File: config.mk
export PLATFORM = sky130hd
export DESIGN_NAME = jpeg_sof0_size_extractor
export DESIGN_NICKNAME = d
export VERILOG_FILES = /design/src/jsse_pkg.sv /design/src/jsse_in_reg.sv /design/src/jsse_parser.sv /design/src/jsse_out_reg.sv /design/src/jpeg_sof0_size_extractor.sv
export SDC_FILE = /design/constraint.sdc
export NUM_CORES = 1
export LEC_CHECK = 0
export BUFFER_PORTS_ARGS = -buffer_cell sky130_fd_sc_hd__buf_2
export CORE_ASPECT_RATIO = 1.1
export CORE_MARGIN = 2
export CORE_UTILIZATION = 60
export CTS_BUF_LIST = sky130_fd_sc_hd__clkbuf_16
export CTS_CLUSTER_SIZE = 10
export DETAILED_ROUTE_END_ITERATION = 10
export HOLD_SLACK_MARGIN = 0.08
export PLACE_DENSITY = 0.89
export REMOVE_ABC_BUFFERS = 1
export SYNTH_ARGS = -nofsm -noshare
export SYNTH_HDL_FRONTEND = slang
export SYNTH_SLANG_ARGS = --single-unit
File: constraint.sdc
create_clock -name clk -period 13.62 [get_ports clk]
set_input_delay 2.043 -clock clk [delete_from_list [all_inputs] [get_ports clk]]
set_output_delay 2.043 -clock clk [all_outputs]
set_load 0.02 [all_outputs]
File: src/jsse_pkg.sv
// Shared types, constants and header table for the JPEG SOF0 size extractor.
package jsse_pkg;

    localparam logic [7:0] MARKER_PREFIX = 8'hFF;
    localparam logic [7:0] CODE_SOF0     = 8'hC0;

    localparam logic [3:0] HDR_SOI_LAST  = 4'd3;
    localparam logic [3:0] HDR_LEN_HI    = 4'd4;
    localparam logic [3:0] HDR_LEN_LO    = 4'd5;
    localparam logic [3:0] HDR_ID_LAST   = 4'd10;
    localparam logic [15:0] APP0_MIN_LEN = 16'd7;
    localparam logic [15:0] SEG_MIN_LEN  = 16'd2;

    localparam logic [3:0] SOF_HEIGHT_HI = 4'd3;
    localparam logic [3:0] SOF_HEIGHT_LO = 4'd4;
    localparam logic [3:0] SOF_WIDTH_HI  = 4'd5;
    localparam logic [3:0] SOF_WIDTH_LO  = 4'd6;

    typedef enum logic [2:0] {
        ST_FOUND     = 3'd0,
        ST_BAD_SOI   = 3'd1,
        ST_BAD_ID    = 3'd2,
        ST_LOST      = 3'd3,
        ST_EARLY_END = 3'd4
    } status_t;

    typedef enum logic [5:0] {
        PH_HEADER = 6'b000001,
        PH_MARKER = 6'b000010,
        PH_CODE   = 6'b000100,
        PH_LENGTH = 6'b001000,
        PH_SKIP   = 6'b010000,
        PH_SOF    = 6'b100000
    } phase_t;

    typedef struct packed {
        logic [7:0] byte_value;
        logic       end_of_file;
    } in_item_t;

    typedef struct packed {
        logic        size_found;
        status_t     status;
        logic [15:0] image_width;
        logic [15:0] image_height;
    } result_t;

    // Expected bytes of FF D8 FF E0 len len "JFIF" 00
    function automatic logic [7:0] header_byte(input logic [3:0] pos);
        logic [7:0] b;
        case (pos)
            4'd0:    b = 8'hFF;
            4'd1:    b = 8'hD8;
            4'd2:    b = 8'hFF;
            4'd3:    b = 8'hE0;
            4'd6:    b = 8'h4A;
            4'd7:    b = 8'h46;
            4'd8:    b = 8'h49;
            4'd9:    b = 8'h46;
            default: b = 8'h00;
        endcase
        return b;
    endfunction

endpackage

File: src/jsse_in_reg.sv
// Input register stage for the byte stream.
module jsse_in_reg
    import jsse_pkg::*;
(
    input  logic     clk,
    input  logic     rst_n,
    input  logic     in_valid,
    output logic     in_ready,
    input  in_item_t in_item,
    input  logic     advance,
    output logic     item_valid,
    output in_item_t item
);

    logic     valid_reg;
    in_item_t item_reg;

    assign in_ready   = !valid_reg || advance;
    assign item_valid = valid_reg;
    assign item       = item_reg;

    always_ff @(posedge clk or negedge rst_n)
    begin
        if (!rst_n)
        begin
            valid_reg <= 1'b0;
        end
        else if (in_ready)
        begin
            valid_reg <= in_valid;
        end
    end

    always_ff @(posedge clk)
    begin
        if (in_ready && in_valid)
        begin
            item_reg <= in_item;
        end
    end

endmodule

File: src/jsse_parser.sv
// Marker walk state and per-byte decode logic.
module jsse_parser
    import jsse_pkg::*;
(
    input  logic     clk,
    input  logic     rst_n,
    input  logic     advance,
    input  in_item_t item,
    output logic     res_valid,
    output result_t  res
);

    phase_t      phase_reg,  phase_next;
    logic [3:0]  pos_reg,    pos_next;
    logic [15:0] skip_reg,   skip_next;
    logic [7:0]  lhb_reg,    lhb_next;
    logic [15:0] width_reg,  width_next;
    logic [15:0] height_reg, height_next;
    logic        decided_reg, decided_next;

    logic        fail;
    status_t     st;
    logic [7:0]  b;
    logic [15:0] seg_len;
    logic [15:0] app0_rest;

    assign b         = item.byte_value;
    assign seg_len   = {lhb_reg, b};
    assign app0_rest = skip_reg - APP0_MIN_LEN;

    always_comb
    begin
        phase_next   = phase_reg;
        pos_next     = pos_reg;
        skip_next    = skip_reg;
        lhb_next     = lhb_reg;
        width_next   = width_reg;
        height_next  = height_reg;
        decided_next = decided_reg;
        fail         = 1'b0;
        st           = ST_LOST;

        if (!decided_reg)
        begin
            case (phase_reg)
                PH_HEADER:
                begin
                    if (pos_reg <= HDR_SOI_LAST)
                    begin
                        if (b != header_byte(pos_reg))
                        begin
                            fail = 1'b1;
                            st   = ST_BAD_SOI;
                        end
                    end
                    else if (pos_reg == HDR_LEN_HI)
                    begin
                        lhb_next = b;
                    end
                    else if (pos_reg == HDR_LEN_LO)
                    begin
                        skip_next = seg_len;
                    end
                    else if (pos_reg <= HDR_ID_LAST)
                    begin
                        if (b != header_byte(pos_reg))
                        begin
                            fail = 1'b1;
                            st   = ST_BAD_ID;
                        end
                        else if (pos_reg == HDR_ID_LAST)
                        begin
                            if (skip_reg < APP0_MIN_LEN)
                            begin
                                fail = 1'b1;
                                st   = ST_LOST;
                            end
                            else
                            begin
                                skip_next  = app0_rest;
                                phase_next = (app0_rest != 16'd0) ? PH_SKIP : PH_MARKER;
                            end
                        end
                    end
                    pos_next = pos_reg + 4'd1;
                end
                PH_MARKER:
                begin
                    if (b != MARKER_PREFIX)
                    begin
                        fail = 1'b1;
                        st   = ST_LOST;
                    end
                    else
                    begin
                        phase_next = PH_CODE;
                    end
                end
                PH_CODE:
                begin
                    pos_next   = 4'd0;
                    phase_next = (b == CODE_SOF0) ? PH_SOF : PH_LENGTH;
                end
                PH_LENGTH:
                begin
                    if (pos_reg == 4'd0)
                    begin
                        lhb_next = b;
                        pos_next = 4'd1;
                    end
                    else if (seg_len < SEG_MIN_LEN)
                    begin
                        fail = 1'b1;
                        st   = ST_LOST;
                    end
                    else
                    begin
                        skip_next  = seg_len - SEG_MIN_LEN;
                        phase_next = (seg_len != SEG_MIN_LEN) ? PH_SKIP : PH_MARKER;
                    end
                end
                PH_SKIP:
                begin
                    skip_next = skip_reg - 16'd1;
                    if (skip_reg == 16'd1)
                    begin
                        phase_next = PH_MARKER;
                    end
                end
                PH_SOF:
                begin
                    if (pos_reg == SOF_HEIGHT_HI || pos_reg == SOF_HEIGHT_LO)
                    begin
                        height_next = {height_reg[7:0], b};
                    end
                    else if (pos_reg >= SOF_WIDTH_HI)
                    begin
                        width_next = {width_reg[7:0], b};
                    end
                    if (pos_reg >= SOF_WIDTH_LO)
                    begin
                        fail = 1'b1;
                        st   = ST_FOUND;
                    end
                    pos_next = pos_reg + 4'd1;
                end
                default:
                begin
                    fail = 1'b1;
                    st   = ST_LOST;
                end
            endcase

            if (!fail && item.end_of_file)
            begin
                fail = 1'b1;
                st   = ST_EARLY_END;
            end
            if (fail)
            begin
                decided_next = 1'b1;
            end
        end

        res_valid = fail;
        res.size_found   = (st == ST_FOUND);
        res.status       = st;
        res.image_width  = (st == ST_FOUND) ? width_next  : 16'd0;
        res.image_height = (st == ST_FOUND) ? height_next : 16'd0;

        if (item.end_of_file)
        begin
            phase_next   = PH_HEADER;
            pos_next     = 4'd0;
            skip_next    = 16'd0;
            lhb_next     = 8'd0;
            width_next   = 16'd0;
            height_next  = 16'd0;
            decided_next = 1'b0;
        end
    end

    always_ff @(posedge clk or negedge rst_n)
    begin
        if (!rst_n)
        begin
            phase_reg   <= PH_HEADER;
            pos_reg     <= 4'd0;
            skip_reg    <= 16'd0;
            lhb_reg     <= 8'd0;
            width_reg   <= 16'd0;
            height_reg  <= 16'd0;
            decided_reg <= 1'b0;
        end
        else if (advance)
        begin
            phase_reg   <= phase_next;
            pos_reg     <= pos_next;
            skip_reg    <= skip_next;
            lhb_reg     <= lhb_next;
            width_reg   <= width_next;
            height_reg  <= height_next;
            decided_reg <= decided_next;
        end
    end

    a_quiet_after_decision: assert property (@(posedge clk) disable iff (!rst_n)
        decided_reg |-> !res_valid)
        else $error("result raised after file was decided");

    a_eof_restarts: assert property (@(posedge clk) disable iff (!rst_n)
        advance && item.end_of_file |=> phase_reg == PH_HEADER && !decided_reg && pos_reg == 4'd0)
        else $error("final byte did not restart the parser");

    a_found_from_sof: assert property (@(posedge clk) disable iff (!rst_n)
        res_valid && res.status == ST_FOUND |-> phase_reg == PH_SOF && pos_reg >= SOF_WIDTH_LO)
        else $error("size reported outside SOF0 segment");

endmodule

File: src/jsse_out_reg.sv
// Result register for the output stream.
module jsse_out_reg
    import jsse_pkg::*;
(
    input  logic    clk,
    input  logic    rst_n,
    input  logic    load,
    input  result_t res,
    output logic    out_valid,
    input  logic    out_ready,
    output result_t out_res
);

    logic    valid_reg;
    result_t res_reg;

    assign out_valid = valid_reg;
    assign out_res   = res_reg;

    always_ff @(posedge clk or negedge rst_n)
    begin
        if (!rst_n)
        begin
            valid_reg <= 1'b0;
        end
        else if (load)
        begin
            valid_reg <= 1'b1;
        end
        else if (out_ready)
        begin
            valid_reg <= 1'b0;
        end
    end

    always_ff @(posedge clk)
    begin
        if (load)
        begin
            res_reg <= res;
        end
    end

endmodule

File: src/jpeg_sof0_size_extractor.sv
// The result register loads a beat as the deciding byte leaves the input register.
// Throughput: one byte per cycle unless m_axis stalls; one result beat per file.
// An input register and a result register separate the two stream sides.
// Reset (rst_n low, asynchronous) empties both registers and returns the parser
// to the start of a file.
module jpeg_sof0_size_extractor
    import jsse_pkg::*;
(
    input  logic        clk,
    input  logic        rst_n,
    input  logic        s_axis_tvalid,
    output logic        s_axis_tready,
    input  logic [7:0]  s_axis_tdata,   // [7:0] byte_value
    input  logic        s_axis_tlast,   // end_of_file
    output logic        m_axis_tvalid,
    input  logic        m_axis_tready,
    output logic [31:0] m_axis_tdata,   // [15:0] image_width, [31:16] image_height
    output logic [3:0]  m_axis_tuser    // [0] size_found, [3:1] status
);

    in_item_t in_item;
    in_item_t item;
    logic     item_valid;
    logic     advance;
    logic     res_valid;
    result_t  res;
    result_t  out_res;

    assign in_item.byte_value  = s_axis_tdata;
    assign in_item.end_of_file = s_axis_tlast;

    assign advance = item_valid && (!m_axis_tvalid || m_axis_tready);

    jsse_in_reg u_in_reg (
        .clk        (clk),
        .rst_n      (rst_n),
        .in_valid   (s_axis_tvalid),
        .in_ready   (s_axis_tready),
        .in_item    (in_item),
        .advance    (advance),
        .item_valid (item_valid),
        .item       (item)
    );

    jsse_parser u_parser (
        .clk       (clk),
        .rst_n     (rst_n),
        .advance   (advance),
        .item      (item),
        .res_valid (res_valid),
        .res       (res)
    );

    jsse_out_reg u_out_reg (
        .clk       (clk),
        .rst_n     (rst_n),
        .load      (advance && res_valid),
        .res       (res),
        .out_valid (m_axis_tvalid),
        .out_ready (m_axis_tready),
        .out_res   (out_res)
    );

    assign m_axis_tdata = {out_res.image_height, out_res.image_width};
    assign m_axis_tuser = {out_res.status, out_res.size_found};

endmodule

# Word level (Yosys, flattened, before mapping)
# Memories as Yosys holds them, arrays and structs flattened.
# Index checks and enable logic that the tools add are counted.
# Widths: inputs -> output; s select.
[totals] ff_bits=114 latch_bits=0 ram_bits=0 romBits=256 inputBits=13 out_inout_bits=38 elab_cells=174 memories=2
[mem_list] memory="(no name shown)" words=16 word_bits=8 read_ports=1 rd_ports_with_merged_regs=0 write_ports=0 line_no="jsse_pkg.sv:51" text="case (pos)"
[mem_list] memory="(no name shown)" words=16 word_bits=8 read_ports=1 rd_ports_with_merged_regs=0 write_ports=0 line_no="jsse_pkg.sv:51"
[op_classes] add_sub_neg=4 n_mul=0 n_div=0 n_lt_le_gt_ge=6 n_eq_ne=34 shift=0 muxes=89 bitwise_logic=0 reduce_logical=24
[ops] cell="$mux 16" count=20
[ops] cell="$mux 8" count=14
[ops] cell="$mux 6" count=14
[ops] cell="$pmux 16 s3" count=1
[ops] cell="$pmux 6 s5" count=1
[ops] cell="$ne 3x3->1 const B" count=8
[ops] cell="$mux 1" count=22
[ops] cell="$mux 3" count=6
[ops] cell="$eq 16x1->1 const B" count=1
[ops] cell="$lt 16x2->1 const B" count=1
[ops] cell="$lt 16x3->1 const B" count=1
[ops] cell="$ne 16x2->1 const B" count=1
[ops] cell="$ne 8x8->1" count=2
[ops] cell="$pmux 8 s2" count=1
[ops] cell="$reduce_bool 16->1" count=1
[ops] cell="$sub 16x1->16 const B" count=1
[ops] cell="$sub 16x2->16 const B" count=1
[ops] cell="$sub 16x3->16 const B" count=1
[ops] cell="$ne 3x2->1 const B" count=5
[ops] cell="$reduce_and 14->1" count=1
[ops] cell="$mux 4" count=3
[ops] cell="$pmux 4 s3" count=1
[ops] cell="$reduce_and 11->1" count=1
[ops] cell="$mux 5" count=2
[ops] cell="33 further kinds" count=47

# Longest topological paths before layout
# Gate-level depths: netlist of the first run.
[depth] ltp_word=22 ltp_mapped=12 mapped_depth_nobuf=9

# Modules after synthesis
# From an unflattened synthesis of the first run, not the netlist that was laid out.
[hier_totals] cells_unflattened=751 hier_area_um2=7109.3
[by_module_without_submodules] mod="jsse_parser" n_inst=1 cells_each=696 area_each_um2=5649.2 seq_area_each_um2=1677.9
[by_module_without_submodules] mod="jsse_out_reg" n_inst=1 cells_each=39 area_each_um2=1117.3 seq_area_each_um2=1106.1
[by_module_without_submodules] mod="jsse_in_reg" n_inst=1 cells_each=13 area_each_um2=324.1 seq_area_each_um2=295.3
[by_module_without_submodules] mod="jpeg_sof0_size_extractor" n_inst=1 cells_each=3 area_each_um2=18.8 seq_area_each_um2=0.0

# Worst setup path after synthesis of the first run
# Ideal clock, no wire load.
[synth_path] kind="input to register" from="input m_axis_tready" to="register u_out_reg.res_reg, in the netlist u_out_reg.out_res[0] (enable)" setup_time_ns=0.487 arrival_time_ns=5.197 required_time_ns=13.133 slack_ns=7.936 cell_stages=4 path_buffers=0 cell_sequence="nand2b_1 > nand2_1 > nor2_1 > a21boi_0"
[synth_via] elab_chain_len=3
[synth_rtl] element="from (decl)" line_no="jpeg_sof0_size_extractor.sv:16" text="input logic m_axis_tready,"
[synth_rtl] element="$logic_or 1x1->1" line_no="jpeg_sof0_size_extractor.sv:32" text="assign advance = item_valid && (!m_axis_tvalid || m_axis_tready);"
[synth_rtl] element="$logic_and 1x1->1" line_no="jpeg_sof0_size_extractor.sv:32"
[synth_rtl] element="$logic_and 1x1->1" line_no="jpeg_sof0_size_extractor.sv:57" text=".load (advance && res_valid),"
[synth_rtl] element="named net u_out_reg.load" line_no="jsse_out_reg.sv:7" text="input logic load,"
[synth_rtl] element="to (signal assigned)" line_no="jsse_out_reg.sv:40" text="res_reg <= res;"
[synth_rtl] element="to (decl)" line_no="jsse_out_reg.sv:15" text="result_t res_reg;"
# The timed path passes the listed nets, and every way through them passes these cells.
# A chain may end at the register's enable or synchronous reset.

# Worst setup path in the final report of the first run
[layout_path] from="input m_axis_tready" to="output s_axis_tready"
[layout_via] elab_chain_len=3
[layout_rtl] element="$logic_or 1x1->1" line_no="jpeg_sof0_size_extractor.sv:32"
[layout_rtl] element="$logic_and 1x1->1" line_no="jpeg_sof0_size_extractor.sv:32"
[layout_rtl] element="$logic_or 1x1->1" line_no="jsse_in_reg.sv:18" text="assign in_ready = !valid_reg || advance;"
[layout_rtl] element="to (decl)" line_no="jpeg_sof0_size_extractor.sv:12" text="output logic s_axis_tready,"
# No other way between the ends.

==> results of run 1 <==
-- layer usage --
layer	wire length, um	up-vias	global-route usage, %
li1	-	2810	-
met1	6980	3005	38.1
met2	8930	438	47.6
met3	1590	92	6.37
met4	861	0	15.2
met5	0	-	0
-- cell type report --
class,count,share of cell area [%]
Inverter,17,0.813
Sequential cell,114,39.2
Clock buffer,17,5.42
Multi-Input combinational cell,588,46.2
Timing Repair Buffer,55,3.67
Clock inverter,15,2.31
Tap cell,150,2.39
-- critical path, delay by kind of cell --
kind,cells,cell delay (ns)
buffers and inverters,3,0.34
AND/OR/NAND/NOR,1,0.11
-- power breakdown --
group | leakage [nW] | internal (mW) | switching, mW
Clock | 0.294 | 0.289 | 0.172
Sequential | 1.34 | 0.496 | 0.136
Combinational | 1.50 | 0.297 | 0.443
Total | 3.13 | 1.08 | 0.751
-- per-stage QoR --
stage               cell area, sq um  worst slack [ns]  hold slack (ns)  util, %  power, mW
global placement                7240              9.11            0.463     63.0       1.31
finish                          7850              9.08            0.481     68.3       1.83
detailed placement              7240              9.10            0.471     63.0       1.34
floorplan                       6750              7.50            0.450        -       1.15
global route                    7850              9.04            0.517     68.3       1.93
CTS                             7850              9.09            0.486     68.3       1.82
-- synthesized netlist by cell type (13+ instances only) --
cell type,instances
mux2_2,14
clkbuf_1,40
nor2_1,42
a21boi_0,34
dfrtp_1,68
inv_1,17
nor4_1,13
nand2_1,136
edfxtp_1,45
a21oi_1,58
xnor2_1,26
o21ai_0,62
nand3_1,22
xor2_1,19
-- worst max path at each step --
stage                       start              endpoint  slack [ns]  depth (start not counted)
floorplan           m_axis_tready  u_out_reg.out_res[0]        7.50                          4
global placement    m_axis_tready         s_axis_tready        9.11                          4
detailed placement  m_axis_tready         s_axis_tready        9.10                          4
CTS                 m_axis_tready         s_axis_tready        9.09                          4
global route        m_axis_tready         s_axis_tready        9.04                          4
finish              m_axis_tready         s_axis_tready        9.08                          4
-- cell families after synthesis --
| kind of cell | count (synthesis) | synth area share, % |
|---|---|---|
| and+or+nand+nor | 295 | 20.3 |
| DFF | 114 | 43.6 |
| AOI/OAI and AO/OA | 211 | 18.7 |
| xor gates and xnor gates | 45 | 5.58 |
| buffers and inverters | 80 | 5.30 |
| adders and majority gates | 12 | 2.13 |
| muxes | 25 | 4.36 |
==> impl_metrics.json, run 1 <==
{
  "synth_top_cell_area_share_pct": 24.1,
  "ys_seq_area_share_pct": 43.6,
  "grt_pass1_vias": 5955,
  "htree_levels": 4,
  "r2r_cells": 7,
  "rsz0062_at_grt": "no",
  "die_w_um": 107,
  "drc": 0,
  "post-place-cells": 924,
  "fill_cells": 842,
  "maxCapViolCount": 0,
  "synthArstFlopShare_pct": 60.5,
  "seq_area_sq_um": 3080,
  "cp_common_cell": "buf_2",
  "grt_overflow": 0,
  "min_period_ns": 4.54,
  "final_common_cell": "nand2_1",
  "cts_tree": "done",
  "slowest_delay_ns": 0.18,
  "p_leak_nw": 3.13,
  "synth_area_leaders": "dfrtp_1, edfxtp_1, nand2_1",
  "cts.sinks": 114,
  "cts_buffer_depth": 2,
  "area_growth_pct": 11.2,
  "antenna_found_initial": 0,
  "crit_slowest_cell": "buf_2",
  "grt_max_degree": 77,
  "crit_fanout": 3,
  "skew_ns": 0.00692,
  "clk_latency_ns": 0.42,
  "relSlewSlack_pct": 16.8,
  "crit_required_ns": 11.58,
  "yosys_warnings": 0,
  "io_pins": 51,
  "ir_drop_v": 0.000103,
  "drtPass1Iterations": 6,
  "hold_violations": 0,
  "powerDensity_nw_per_um2": 233,
  "regToRegSetupSlack_ns": 9.70,
  "final_cells": 956,
  "routed_wl_um": 18400,
  "ys_ff_latch": 114,
  "worst_pin_slew_ns": 1.24,
  "syn_avg_cell_area_sq_um": 9.03,
  "syn_area_sq_um": 7060,
  "r2r-end": "u_out_reg.out_res[23]",
  "viasPerCell": 6.64,
  "num_rows": 41,
  "die_y_um": 118,
  "syn_inst": 782,
  "final_antenna_net_count": 0,
  "die_area_sq_um": 12700,
  "largest_register_ffs": 36,
  "setup_tns_ns": 0,
  "r2r-start": "u_parser.skip_reg[0]",
  "status": "complete, no violations",
  "nets": 818,
  "holdPathEnd": "u_parser.width_reg[8]",
  "post_cts_buffers": 0,
  "wl_per_cell_um": 19.2,
  "synth_top_area_cell": "dfrtp_1",
  "hpwlAfterDp_um": 11300,
  "min_from": "u_parser.width_reg[8]",
  "grt_pass1_wl_um": 29800,
  "hold_depth": 2,
  "diodes": 0,
  "multi_input_area_sq_um": 3630,
  "globalplace.congestion": 0.966,
  "min-delay-path-class": "flip-flop to flip-flop",
  "ys.flop_type": "dfrtp_1",
  "synth_cell_types": 69,
  "drtIter0Drc": 683,
  "final_cell_mix": "nand2_1, dfrtp_1, o21ai_0, a21oi_1, buf_2",
  "path_cells": "buf_2 > inv_1 > nand3_1 > buf_2",
  "report.final.slew_viol_count": 0,
  "start_kind": "input port",
  "clkTransAtPathRegs_ns": 0.05,
  "critPathKind": "input port to output pin",
  "synth_edf_count": 45,
  "cts_resized": 0,
  "fmax_mhz": 220,
  "core_area_sq_um": 11500,
  "cts-root-buf": "clkbuf_16",
  "globalRouteTotalUtil_pct": 29.8,
  "hold_buffers": 0,
  "endpoint_kind": "output pin",
  "setup-violations-final": 0,
  "worstPathArrival_ns": 2.49,
  "port_buffers": 50,
  "drive_above_1_share_pct": 15.1,
  "finalCritPeriodShare_pct": 33.3,
  "num_vias": 6345,
  "start_util_pct": 61.5,
  "numCtsBuffers": 17
}
No activity file was read; power rests on OpenSTA's default activity.
==> run 2: changes to the inputs <==
clock period = 4.5 ns   (was 13.62 ns; I/O delays follow)
==> impl_metrics.json, run 2 (same netlist as run 1, synthesis figures left out) <==
{
  "status": "complete, no violations",
  "antenna_found_initial": 0,
  "cts.sinks": 114,
  "slowest_delay_ns": 0.79,
  "final_common_cell": "nand2_1",
  "crit_fanout": 17,
  "fmax_mhz": 280,
  "critPathKind": "flip-flop to flip-flop",
  "grt_max_degree": 40,
  "area_growth_pct": 10.8,
  "io_pins": 51,
  "post-place-cells": 926,
  "htree_levels": 4,
  "globalRouteTotalUtil_pct": 30.1,
  "relSlewSlack_pct": 22.8,
  "grt_overflow": 0,
  "final_antenna_net_count": 0,
  "grt_pass1_wl_um": 30000,
  "cts_tree": "done",
  "ir_drop_v": 0.000384,
  "crit_slowest_cell": "nor2_1",
  "drc": 0,
  "rsz0062_at_grt": "no",
  "p_leak_nw": 3.12,
  "endpoint_kind": "flip-flop",
  "start_util_pct": 61.5,
  "path_cells": "inv_1 > ha_1 > nor2b_1 > a21oi_1 > or3_1 > nor2_1 > a21boi_0 > o21ai_0",
  "nets": 820,
  "min_period_ns": 3.57,
  "crit_required_ns": 4.84,
  "die_area_sq_um": 12700,
  "powerDensity_nw_per_um2": 698,
  "grt_pass1_vias": 6040,
  "num_rows": 41,
  "num_vias": 6358,
  "utilization_pct": 68.1,
  "numCtsBuffers": 17,
  "maxCapViolCount": 0,
  "die_w_um": 107,
  "report.final.slew_viol_count": 0,
  "clk_latency_ns": 0.42,
  "cts-root-buf": "clkbuf_16",
  "routed_wl_um": 18500,
  "hpwlAfterDp_um": 11700,
  "setup-violations-final": 0,
  "wl_per_cell_um": 19.3,
  "r2r-start": "u_parser.pos_reg[1]",
  "hold_violations": 0,
  "critPathLaunch": "u_parser.pos_reg[1]",
  "diodes": 0,
  "globalplace.congestion": 0.970,
  "start_kind": "flip-flop",
  "largest_register_ffs": 36,
  "viasPerCell": 6.64,
  "worst_pin_slew_ns": 1.16,
  "clkTransAtPathRegs_ns": 0.06,
  "finalCritPeriodShare_pct": 79.4,
  "skew_ns": 0.0105,
  "worstPathArrival_ns": 3.91,
  "cts_resized": 0,
  "drtIter0Drc": 911,
  "min-delay-path-class": "input port to asynchronous set/reset pin",
  "drive_above_1_share_pct": 14.9,
  "fill_cells": 798,
  "post_cts_buffers": 0,
  "final_cell_mix": "nand2_1, dfrtp_1, o21ai_0, a21oi_1, buf_2",
  "drtPass1Iterations": 6,
  "port_buffers": 50,
  "r2r_cells": 8,
  "final_cells": 958,
  "hold_buffers": 0,
  "die_y_um": 118,
  "core_area_sq_um": 11500,
  "cts_buffer_depth": 2
}
[run 2: cell types whose count changed in the layout (fill, tap and decap cells not counted), sizes merged]
cell / change
clkinvlp: +2
buf: +2
inv: -1
bufinv: -1
[run 2: power by group]
part / leakage, nW / internal [mW] / switching (mW)
combinational: 1.51 / 0.904 / 1.35
clock: 0.266 / 0.806 / 0.496
sequential: 1.34 / 1.50 / 0.411
total: 3.12 / 3.21 / 2.25
[run 2: path summary, 6_finish.rpt]
kind	end	slack, ns
min in group clk	u_in_reg.item[1]	0.43
hold reg to reg	u_parser.width_reg[11]	0.50
setup / recovery	u_parser.width_reg[15]	0.93
max in group asynchronous	u_parser.width_reg[1]	3.18
setup reg to reg	u_parser.width_reg[15]	0.93
hold / removal	u_parser.height_reg[12]	0.36
[run 2: layout make-up]
cell class              instances  area (sq um)  area share [%]
clock inverters                15           141            1.81
inverters                      17          63.8           0.815
flip-flops and latches        114          3080            39.3
repair buffers                 57           303            3.87
well taps                     150           188            2.40
multi-input cells             588          3630            46.3
clock buffers                  17           425            5.44
[run 2: routing by layer]
metal  track usage [%]  vias to the layer above  routed length [um]
met2              48.5                      449                8930
li1                  -                     2820                   -
met5                 0                        -                   0
met4              14.8                        0                 889
met1              38.0                     2999                6890
met3              6.70                       90                1810
[run 2: metrics by stage]
step	TNS [ns]	hold slack, ns	power [mW]	instance area, sq um	setup slack (ns)
final	0	0.363	5.46	7830	0.928
after global routing	0	0.426	5.77	7830	0.670
after CTS	0	0.387	5.40	7830	1.01
after detailed placement	0	0.473	4.07	7260	1.03
after global placement	0	0.462	3.95	7260	1.29
after floorplan	-26.92	0.379	3.47	6750	-0.735
[run 2: critical path, delay by kind of cell (launching register included)]
kind,cells,cell delay (ns)
flip-flops,1,0.59
buffers and inverters,1,0.25
adder cells (fa/ha/maj),1,0.31
AO/OA/AOI/OAI,3,0.61
AND/OR/NAND/NOR,3,1.73
